## src/design/bhil_pkg.sv

```systemverilog
// Shared types, widths and status codes for the bucketed hash table.
package bhil_pkg;

  localparam int KEY_W    = 49;
  localparam int ID_SHIFT = 17;
  localparam int CFG_W    = 10;
  localparam int OVF_W    = 11;

  localparam int DEF_SLOTS_PER_BUCKET = 8;
  localparam int DEF_TOTAL_BUCKETS    = 1024;

  localparam logic [2:0] ST_INSERTED  = 3'd0;
  localparam logic [2:0] ST_PRESENT   = 3'd1;
  localparam logic [2:0] ST_DUP_ERR   = 3'd2;
  localparam logic [2:0] ST_EXHAUSTED = 3'd3;
  localparam logic [2:0] ST_NOT_FOUND = 3'd4;

  localparam logic MODE_INSERT = 1'b0;
  localparam logic MODE_LOOKUP = 1'b1;

  localparam logic REG_HEADER   = 1'b0;
  localparam logic REG_OVERFLOW = 1'b1;

  typedef struct packed {
    logic        mode;
    logic [31:0] key_id;
    logic        key_dir;
    logic [15:0] key_predicate;
    logic [31:0] key_hash;
    logic        reject_duplicate;
  } in_item_t;

  typedef struct packed {
    logic [12:0] slot_index;
    logic [2:0]  status;
  } out_item_t;

  typedef struct packed {
    logic             start;
    logic [31:0]      dividend;
    logic [CFG_W-1:0] divisor;
  } div_req_t;

  typedef struct packed {
    logic             done;
    logic [CFG_W-1:0] rem;
  } div_rsp_t;

endpackage

```

## src/design/bhil_div.sv

```systemverilog
// Bit-serial restoring remainder unit: 32-bit dividend modulo a 10-bit divisor.
module bhil_div import bhil_pkg::*; (
  input  logic     clk,
  input  logic     rst_n,
  input  div_req_t req,
  output div_rsp_t rsp
);

  logic [31:0]      dvd_r;
  logic [CFG_W-1:0] rem_r;
  logic [CFG_W-1:0] dsr_r;
  logic [4:0]       cnt_r;
  logic             busy_r;
  logic             done_r;
  logic [CFG_W:0]   trial;
  logic [CFG_W-1:0] rem_nxt;

  always_comb begin
    trial = {rem_r, dvd_r[31]};
    if (trial >= {1'b0, dsr_r}) begin
      rem_nxt = CFG_W'(trial - {1'b0, dsr_r});
    end else begin
      rem_nxt = trial[CFG_W-1:0];
    end
  end

  always_ff @(posedge clk) begin
    if (!rst_n) begin
      busy_r <= 1'b0;
      done_r <= 1'b0;
      cnt_r  <= '0;
    end else begin
      done_r <= 1'b0;
      if (req.start) begin
        dvd_r  <= req.dividend;
        dsr_r  <= req.divisor;
        rem_r  <= '0;
        cnt_r  <= '0;
        busy_r <= 1'b1;
      end else if (busy_r) begin
        rem_r <= rem_nxt;
        dvd_r <= {dvd_r[30:0], 1'b0};
        cnt_r <= cnt_r + 5'd1;
        if (cnt_r == 5'd31) begin
          busy_r <= 1'b0;
          done_r <= 1'b1;
        end
      end
    end
  end

  assign rsp.done = done_r;
  assign rsp.rem  = rem_r;

endmodule

```

## config.mk

```make
export PLATFORM = sky130hd
export DESIGN_NAME = bhil_div
export DESIGN_NICKNAME = d
export VERILOG_FILES = /design/src/design/bhil_pkg.sv /design/src/design/bhil_div.sv
export SDC_FILE = /design/constraint.sdc
export NUM_CORES = 1
export LEC_CHECK = 0
export BUFFER_PORTS_ARGS = -buffer_cell sky130_fd_sc_hd__buf_2
export CORE_MARGIN = 2
export CORE_UTILIZATION = 55
export DETAILED_ROUTE_END_ITERATION = 12
export PLACE_DENSITY = 0.77
export SETUP_SLACK_MARGIN = 0.2
export SYNTH_ARGS = -nofsm -noshare
export SYNTH_HDL_FRONTEND = slang
export SYNTH_SLANG_ARGS = --single-unit
```

## constraint.sdc

```tcl
create_clock -name clk -period 3.1 [get_ports clk]
set_clock_uncertainty 0.2 [all_clocks]
set_input_delay 0.465 -clock clk [delete_from_list [all_inputs] [get_ports clk]]
set_output_delay 0.465 -clock clk [all_outputs]
set_load 0.03 [all_outputs]
```

## Yosys cells after proc, flatten, opt, wreduce, memory -nomap -nowiden

Index checks and enable logic that the tools add are counted.

- Add/sub/neg operators: 2
- Magnitude comparators: 1
- Equality and inequality tests: 1
- Multiplexer cells: 8
- Bitwise logic cells: 2
- Reductions and logical operators: 5

Operators by type and width:

| kind | number |
|---|---|
| $mux 32 | 2 |
| $mux 10 | 2 |
| $ge 11x10->1 | 1 |
| $sub 10x10->10 | 1 |
| $add 5x1->5 const B | 1 |
| $eq 5x5->1 const B | 1 |
| $mux 1 | 4 |
| $reduce_and 2->1 | 2 |
| $reduce_or 3->1 | 1 |
| $not 1->1 | 2 |
| $reduce_bool 2->1 | 1 |
| $reduce_or 2->1 | 1 |

- Flip-flop bits (word level): 59
- Input bits: 45
- Output and inout port bits: 11
- Word-level logic and storage cells: 25

## Longest topological paths before layout

- Depth in word-level cells: 4
- Gate-level depth with buffers: 9
- Depth with buffers taken out: 9

## Worst setup path after synthesis

Ideal clock, no wire load.

- Path type: input to register
- Start: input req[42] (netlist name)
- End: register dvd_r[0], enable pin
- Library setup time: 0.403 ns
- Data arrival time: 2.062 ns
- Required time: 2.497 ns
- Path slack: 0.435 ns
- Cell stages on the path: 3
- Path buffers: 2
- Path through: clkbuf_1 clkbuf_1 o21a_1

- Cells in the longest elaborated chain, start to end: 2

RTL lines:

| what | RTL line | text |
|---|---|---|
| from (decl) | bhil_div.sv:5 | `input div_req_t req,` |
| $reduce_bool 2->1 (no line) | n/a |  |
| $reduce_and 2->1 (no line) | n/a |  |
| to (signal assigned) | bhil_div.sv:35 | `dvd_r <= req.dividend;` |
| to (signal assigned) | bhil_div.sv:42 | `dvd_r <= {dvd_r[30:0], 1'b0};` |
| to (decl) | bhil_div.sv:9 | `logic [31:0] dvd_r;` |

Every way passes these cells.
A chain may end at the register's enable or synchronous reset.

## Final worst setup path

- Start: register rem_r[5]
- End: register rem_r[5], data pin

- Cells in the longest elaborated chain, start to end: 3

RTL lines:

| what | RTL line | text |
|---|---|---|
| from (decl) | bhil_div.sv:10 | `logic [CFG_W-1:0] rem_r;` |
| from (signal assigned) | bhil_div.sv:41 | `rem_r <= rem_nxt;` |
| $ge 11x10->1 | bhil_div.sv:20 | `if (trial >= {1'b0, dsr_r}) begin` |
| $mux 10 | bhil_div.sv:20 |  |
| $mux 10 | bhil_div.sv:40 | `end else if (busy_r) begin` |

Every way passes these cells. The select of a mux whose other input is x is not followed.

==> results.yml <==
timing:
  finalHoldViolCount: 0
  period_minus_slack_ns: 2.65
  worst_pin_slew_ns: 0.557
  setup_tns_ns: 0
  fin_crit_sh_pct: 85.4
  finalSetupViolations: 0
  max_clock_freq_mhz: 378
  drv_slew: 0
  worst_slew_margin_rel_pct: 62.9
  rsz0062_at_grt: "false"
cells_and_area:
  post-route-cell-area_mm2: 0.00348
  drive_gt1_share_pct: 37.7
  nets: 345
  area_delta_synth_final_pct: 16.8
  fin_util_pct: 67.3
  diodes: 0
cts:
  clock_latency_ns: 0.33
  cts.path.max_buffers: 2
  cts_tree: "done"
  post-cts-setup-buffers: 0
  htree_levels: 3
  path_clk_slew_ns: 0.06
  cts_buffers: 9
  cts_resized: 0
  cts_root_buffer: "clkbuf_8"
  cts_sinks: 59
  hold_buffers: 0
grt:
  antenna_found_initial: 0
  grt_max_degree: 44
  first_global_vias: 1830
  gr-total-overflow: 0
  grt_pass1_wl_mm: 8.34
  grt_use_total_pct: 18.1
place:
  placed_area_mm2: 0.00331
  portBuffers: 55
  hpwl_mm: 3.65
  place_congestion: 0.898
worst_hold_path:
  hold_path.class: "input port to flip-flop"
  hold_end: "dsr_r[6]"
  whs_path_depth: 1
  min_from: "req[6]"
floorplan:
  fp.dieH_um: 77.6
  rows: 26
  die-area_mm2: 0.00602
  initial_core_util_pct: 57.6
  core_area_mm2: 0.00517
  dieWidth_um: 77.6
  ioPinCount: 56
critical_path:
  r2r_start: "rem_r[5]"
  r2r_end: "rem_r[5]"
  worstPathMaxFanout: 6
  end_kind: "flip-flop"
  r2r_slack_ns: 0.45
  startpoint_type: "flip-flop"
  critPathKind: "flip-flop to flip-flop"
  required_ns: 2.98
  reg2reg_depth: 7
  arrival_ns: 2.53
yosys:
  ys_ff_latch: 59
  synthArstFlopShare_pct: 0
  ys_types: 42
  seq_area_frac_synth_pct: 57.1
  postSynthAreaPerCell_um2: 13.0
  synth_warnings: 0
  synth_fp_nets: 287
  synth_edf_count: 52
  syn_inst: 229
  synthFlopType: "edfxtp_1"
  syn-cell-area_mm2: 0.00298
power:
  p_leak_nw: 1.42
  ir_worst_vdd_v: 0.000349
  p_per_area_mw_per_mm2: 559
detailed_routing:
  drt-initial-drc-count: 134
  via_per_inst: 5.40
  first_pass_iters: 4
  top_layer: "met4"
  final_antenna_net_count: 0
  wirelength_mm: 5.23
  drc: 0
  wl_met1_mm: 2.29
  post_drt_wl_per_cell_um: 14.5
  via_count: 1956
  wl_met2_mm: 2.54
  met3_length_um: 330
run:
  maxCapViolCount: 0
run_status:
  status: "complete, no violations"
[metrics by stage]
stage	hold slack (ns)	worst slack, ns	cells	total power [W]
after floorplan	0.267	0.435	229	0.00126
after CTS	0.0910	0.443	362	0.00197
after global routing	0.0901	0.305	362	0.00204
after global placement	0.291	0.508	346	0.00134
final	0.106	0.452	362	0.00195
after detailed placement	0.307	0.452	346	0.00135
[cells in the final DEF (no fill, tap or decap), types with 8 or more instances in the layout]
cell / count
nor2_1: 11
buf_2: 55
clkbuf_8: 11
inv_1: 16
nand2_1: 15
nor3_1: 8
a21oi_1: 11
edfxtp_1: 52
ha_1: 12
mux2_2: 31
[synth_stat cells (2+ instances only)]
library cell / number / area share [%]
nand4_1: 2 / 0.42
a21boi_0: 2 / 0.50
clkbuf_1: 7 / 0.88
mux2_2: 31 / 12
edfxtp_1: 52 / 52
ha_1: 12 / 5.0
and2_1: 3 / 0.63
nor2_1: 11 / 1.4
o21ai_0: 3 / 0.50
nor2b_1: 3 / 0.63
inv_1: 16 / 2.0
xnor2_1: 2 / 0.59
mux2_4: 4 / 2.0
xor2_1: 3 / 0.88
nor3_1: 8 / 1.3
o21a_1: 4 / 1.0
a211oi_1: 2 / 0.50
nand3_1: 2 / 0.34
mux2i_1: 7 / 2.4
dfxtp_1: 7 / 4.7
a31oi_1: 2 / 0.42
buf_4: 2 / 0.50
a21oi_1: 11 / 1.8
nand2_1: 15 / 1.9
[area by class of cell]
cell class / instances / area (µm²)
Clock buffer: 16 / 170
Tap cell: 70 / 87.6
Sequential cell: 59 / 1700
Fill cell: 381 / 1690
Multi-Input combinational cell: 143 / 1160
Inverter: 16 / 60.1
Timing Repair Buffer: 58 / 298
[power breakdown]
| group | internal [W] | switching, W |
|---|---|---|
| clock network | 0.000336 | 0.000275 |
| registers | 0.000937 | 0.0000234 |
| logic | 0.000170 | 0.000205 |
[flip-flops by register name, summed over array words and instances (netlist names)]
name and flops:
done_r 1, dsr_r 10, busy_r 1, rem_r 10
dvd_r 32, cnt_r 5
[worst max-delay path by stage]
stage,start,to,slack [ns]
2_1_floorplan,req[42],dvd_r[0],0.44
5_1_grt,rem_r[5],rem_r[6],0.31
4_1_cts,rem_r[5],rem_r[6],0.44
3_5_place_dp,rem_r[5],rem_r[6],0.45
3_3_place_gp,rem_r[3],rem_r[6],0.51
6_report,rem_r[5],rem_r[5],0.45
[cell families (layout without fill, tap and decap cells)]
logic type,count (synthesis),in the layout,synth area share [%]
compound gates,33,33,7.72
xor+xnor,5,5,1.47
fa+ha+maj,13,13,5.71
buf+inv,27,90,3.95
flops,59,59,57.1
mux,42,42,16.1
simple gates,50,50,7.98
[worst max-delay path: stages (launching register included)]
cell	delay [ns]
edfxtp_1	0.41
ha_1	0.39
a21oi_1	0.25
nand2_1	0.09
o2111ai_2	0.21
a31o_1	0.33
buf_4	0.22
mux2_4	0.30
[layer usage]
| metal | vias to the layer above | GRT usage (%) |
|---|---|---|
| li1 | 956 | - |
| met1 | 945 | 23.0 |
| met2 | 50 | 28.1 |
| met3 | 5 | 7.33 |
| met4 | 0 | 6.43 |
| met5 | - | 0 |
Note: power is estimated with default switching activity, not from simulation.
